==> src/hw/rtl/ldac_pkg.sv <==
// shared types, constants and root table for the log domain audio compressor
`timescale 1ns / 1ps
package ldac_pkg;

	localparam int CHANNELS = 8;
	localparam int CH_W = $clog2(CHANNELS);
	localparam int ENV_W = 32;
	localparam int CFG_IDX_W = 3;
	localparam int CFG_DATA_W = 17;

	// register indexes of the configuration port
	localparam logic [CFG_IDX_W-1:0] REG_ATTACK = 3'd0;
	localparam logic [CFG_IDX_W-1:0] REG_RELEASE = 3'd1;
	localparam logic [CFG_IDX_W-1:0] REG_THRESHOLD = 3'd2;
	localparam logic [CFG_IDX_W-1:0] REG_SLOPE = 3'd3;
	localparam logic [CFG_IDX_W-1:0] REG_MAKEUP = 3'd4;

	localparam logic signed [24:0] FLOOR_LEVEL_FINE = -25'sd11796480;
	localparam logic signed [27:0] DB_PER_LOG2_Q16 = 28'sd101008905;
	localparam logic signed [22:0] LOG2_PER_DB_Q24 = 23'sd2786635;

	typedef struct packed {
		logic signed [23:0] audio_sample;
		logic [2:0] channel;
	} in_t;

	typedef struct packed {
		logic signed [23:0] out_sample;
		logic [2:0] out_channel;
	} out_t;

	typedef struct packed {
		logic en;
		logic [CH_W-1:0] addr;
		logic signed [ENV_W-1:0] data;
	} env_wr_t;

	typedef logic [16:0][31:0] root_tab_t;

	function automatic logic [63:0] isqrt64(input logic [63:0] v);
		logic [63:0] r;
		logic [63:0] b;
		logic [63:0] vv;
		r = '0;
		b = 64'd1 << 62;
		vv = v;
		for (int i = 0; i < 32; i++) begin
			if (vv >= r + b) begin
				vv = vv - (r + b);
				r = (r >> 1) + b;
			end else begin
				r = r >> 1;
			end
			b = b >> 2;
		end
		return r;
	endfunction

	// roots 2^(2^-k) in unsigned q2.30
	function automatic root_tab_t build_roots();
		root_tab_t rr;
		rr = '0;
		rr[0] = 32'h8000_0000;
		for (int k = 1; k <= 16; k++) begin
			rr[k] = 32'(isqrt64(64'(rr[k-1]) << 30));
		end
		return rr;
	endfunction

	localparam root_tab_t ROOT_TAB = build_roots();

endpackage

==> src/hw/rtl/ldac_env_ram.sv <==
// per-channel envelope memory with reset valid bits
`timescale 1ns / 1ps
module ldac_env_ram (
	input logic clk,
	input logic arst_n,
	input logic rd_en,
	input logic [ldac_pkg::CH_W-1:0] rd_addr,
	output logic signed [ldac_pkg::ENV_W-1:0] rd_data,
	input ldac_pkg::env_wr_t wr
);
	import ldac_pkg::*;

	logic signed [ENV_W-1:0] mem [CHANNELS];
	logic [CHANNELS-1:0] vld_q;
	logic signed [ENV_W-1:0] rd_q;
	logic rd_vld_q;

	always_ff @(posedge clk) begin
		if (wr.en) begin
			mem[wr.addr] <= wr.data;
		end
		if (rd_en) begin
			rd_q <= mem[rd_addr];
		end
	end

	always_ff @(posedge clk or negedge arst_n) begin
		if (!arst_n) begin
			vld_q <= '0;
			rd_vld_q <= 1'b0;
		end else begin
			if (wr.en) begin
				vld_q[wr.addr] <= 1'b1;
			end
			if (rd_en) begin
				rd_vld_q <= vld_q[rd_addr];
			end
		end
	end

	// never-written entries read as zero db
	assign rd_data = rd_vld_q ? rd_q : '0;

endmodule

==> config.mk <==
export PLATFORM = sky130hd
export DESIGN_NAME = ldac_env_ram
export DESIGN_NICKNAME = d
export VERILOG_FILES = /design/src/hw/rtl/ldac_pkg.sv /design/src/hw/rtl/ldac_env_ram.sv
export SDC_FILE = /design/constraint.sdc
export NUM_CORES = 1
export LEC_CHECK = 0
export CAP_MARGIN = 10
export CELL_PAD_IN_SITES_DETAIL_PLACEMENT = 1
export CELL_PAD_IN_SITES_GLOBAL_PLACEMENT = 2
export CORE_ASPECT_RATIO = 0.9
export CORE_MARGIN = 2
export CORE_UTILIZATION = 43
export CTS_CLUSTER_DIAMETER = 50
export DETAILED_ROUTE_END_ITERATION = 10
export DONT_BUFFER_PORTS = 1
export PLACE_DENSITY = 0.72
export SLEW_MARGIN = 30
export SYNTH_ARGS = -nofsm -noshare
export SYNTH_HDL_FRONTEND = slang
export SYNTH_SLANG_ARGS = --single-unit
==> constraint.sdc <==
create_clock -name clk -period 1.27 [get_ports clk]
set_input_delay 0.0635 -clock clk [delete_from_list [all_inputs] [get_ports clk]]
set_output_delay 0.0635 -clock clk [all_outputs]
set_load 0.02 [all_outputs]
==> results.ini <==
[floorplan]
row_count = 56
core_um2 = 25900
die_w_um = 175
io_pins = 74
die_y_um = 158
die-area_um2 = 27600
start_util_pct = 43.6

[global_route]
use_met1_pct = 22.2
grt_pass1_vias = 5473
grt-busiest-layer = met2
grtUsageMet3_pct = 4.23
track_usage_pct = 16.7
grt_start_max_net_pins = 69
grt_pass1_wl_um = 34100
gr-total-overflow = 0
met2_usage_pct = 28.2
grt_antenna_before_repair = 0

[critical_path]
cpMaxStageDelayCell = dfrtp_2
cp.required_ns = 1.21
cp-start-kind = flip-flop
path_max_fanout = 8
slowest_delay_ns = 0.45
arrival_ns = 1.43
end_kind = output port
crit_type = flip-flop to output port
path_cells = buf_8 > and2_4 > buf_6

[timing]
skew_ns = 0.0162
setup_viol = 64
hold_viol = 33
fin_crit_ns = 1.50
worst_pin_slew_ns = 0.460
maxSlewHeadroom_pct = 69.3
layout_setup_ws_ns = -0.226
min_period_over_period_pct = 118
worst_hold_slack_ns = -0.255
max_freq_ghz = 0.668
slew_viol_final = 0
rsz0062_at_grt = true

[cells_and_area]
fill_cells = 2262
area_growth_pct = 19.6
diodes = 0
nNetsFinal = 588
final_cell_mix = edfxtp_1, mux4_2, dlygate4sd3_1
layout_commonest_cell = edfxtp_1
fin_cells = 919
drive_above_1_share_pct = 38.7
fin_util_pct = 52.1

[clock_tree]
cts.sinks = 297
cts-root-buf = clkbuf_16
cts_hold_buf = 40
path_clk_slew_ns = 0.06
htree_num_levels = 1
cts_buffers = 31
cts_buffer_depth = 3
cts_tree = built
clock_latency_ns = 0.55

[route]
route.detailed.drc = 0
via_per_inst = 5.32
via_count = 4890
ant_nets = 0
wirelength_um = 22300
drt-initial-drc-count = 259
drtPass1Iterations = 4
wl_per_cell_um = 24.3

[synthesis]
ys_seq_area_share_pct = 78.5
avgSynthCellArea_um2 = 23.8
ys_ff_latch = 297
yosysUniqueCellTypes = 20
netlist_area_um2 = 11300
syn_inst = 475
syn-num-nets = 517
ys_warn_count = 0

[power_and_ir_drop]
seqPwrFrac_pct = 51.7
power.density_nw_per_um2 = 1610
switchingPower_mw = 4.36
combPwrFrac_pct = 6.1
internal_power_mw = 17.5
max-vdd-ir-drop_uv = 1260
p_sw_share_pct = 20.0
power_frac_clock_pct = 42.2
p_leak_nw = 4.42

[job]
drv_cap = 0

[placement]
port_buffers = 0
dp_hpwl_um = 11700
dp.cells = 819
place.gp.congestion = 0.664

[status]
violations = negative hold slack, negative setup slack
status = complete, but fails checks

[min_path]
hp-class = input pin to flip-flop

## stage by stage
step                cell area, um2  power, mW  setup TNS (ns)  hold slack (ns)  setup WS [ns]
finish                       13500       21.8           -8.36           -0.255         -0.226
global route                 13500       22.5          -10.73           -0.268         -0.264
CTS                          13500       22.0          -10.34           -0.275         -0.245
detailed placement           11900       12.5           -2.79           -0.231         -0.123
global placement             11900       12.4           -1.79           -0.231         -0.102
floorplan                    11400       12.4          -50.08           -0.232         -0.242
## cells in the mapped netlist (all sizes together)
cell,number,area [um2]
mux4,65,1490
dfrtp,9,225
nor2,6,22.5
nand2b,3,18.8
nor3,2,10.0
and2,32,200
nand2,2,7.51
or2,8,50.1
mux2,32,420
edfxtp,288,8650
mux2i,5,50.1
inv,1,3.75
buf,14,114
clkbuf,8,33.8
## repair_timing
item | CTS | global route
gates resized for setup | 53 | 14
hold endpoints to repair | 431 | 33
buffers inserted | 2 | 0
pin swaps | 1 | 1
endpoints found under the setup margin | 64 | 64
gates cloned | 1 | 0
## final timing paths
| path | from | end | slack, ns | depth (start not counted) |
|---|---|---|---|---|
| worst max-delay path | rd_vld_q | rd_data[13] | -0.23 | 3 |
| worst min-delay path | rd_addr[2] | rd_q[7] | -0.26 | 1 |
| worst max register to register | mem[2][16] | rd_q[16] | -0.14 | 2 |
| worst min register to register | vld_q[4] | vld_q[4] | 0.47 | 1 |
| max in group asynchronous | arst_n | rd_vld_q | 0.48 | 2 |
| min in group asynchronous | arst_n | vld_q[0] | 0.46 | 2 |
## critical path, delay by kind of cell, from the launching register on
| family | cells | cell delay, ns |
|---|---|---|
| flops | 1 | 0.45 |
| simple gates | 1 | 0.14 |
| buf+inv | 2 | 0.28 |
## power by group through the flow
stage	combinational [mW]	sequential (mW)	clock [mW]
2_1_floorplan	0.937	11.4	0
5_1_grt	1.44	11.3	9.74
6_report	1.34	11.3	9.20
3_3_place_gp	0.987	11.4	0
3_5_place_dp	0.997	11.5	0
4_1_cts	1.36	11.3	9.37
## state kept, by name, indices dropped and copies added, names as in the netlist
name,cells
mem,256
rd_q,32
vld_q,8
rd_vld_q,1
## metal layers
layer	vias up	share of wire [%]
met5	-	0
met4	0	1.4
met3	29	6.0
met2	120	50
met1	2629	43
li1	2112	-
## area by class of cell
| cell class | count | area [um2] | share of cell area [%] |
|---|---|---|---|
| Tap cell | 348 | 435 | 3.22 |
| Clock buffer | 39 | 856 | 6.34 |
| Clock inverter | 19 | 208 | 1.54 |
| Sequential cell | 297 | 8870 | 65.7 |
| Inverter | 1 | 3.75 | 0.0278 |
| Timing Repair Buffer | 60 | 699 | 5.18 |
| Multi-Input combinational cell | 155 | 2430 | 18.0 |
## cells by family after synthesis
group,Yosys count,share of synthesized area [%]
AND/OR/NAND/NOR,53,2.74
flip-flops,297,78.5
multiplexers,102,17.4
buffers and inverters,23,1.34
Power figures use the tool's default switching activity.
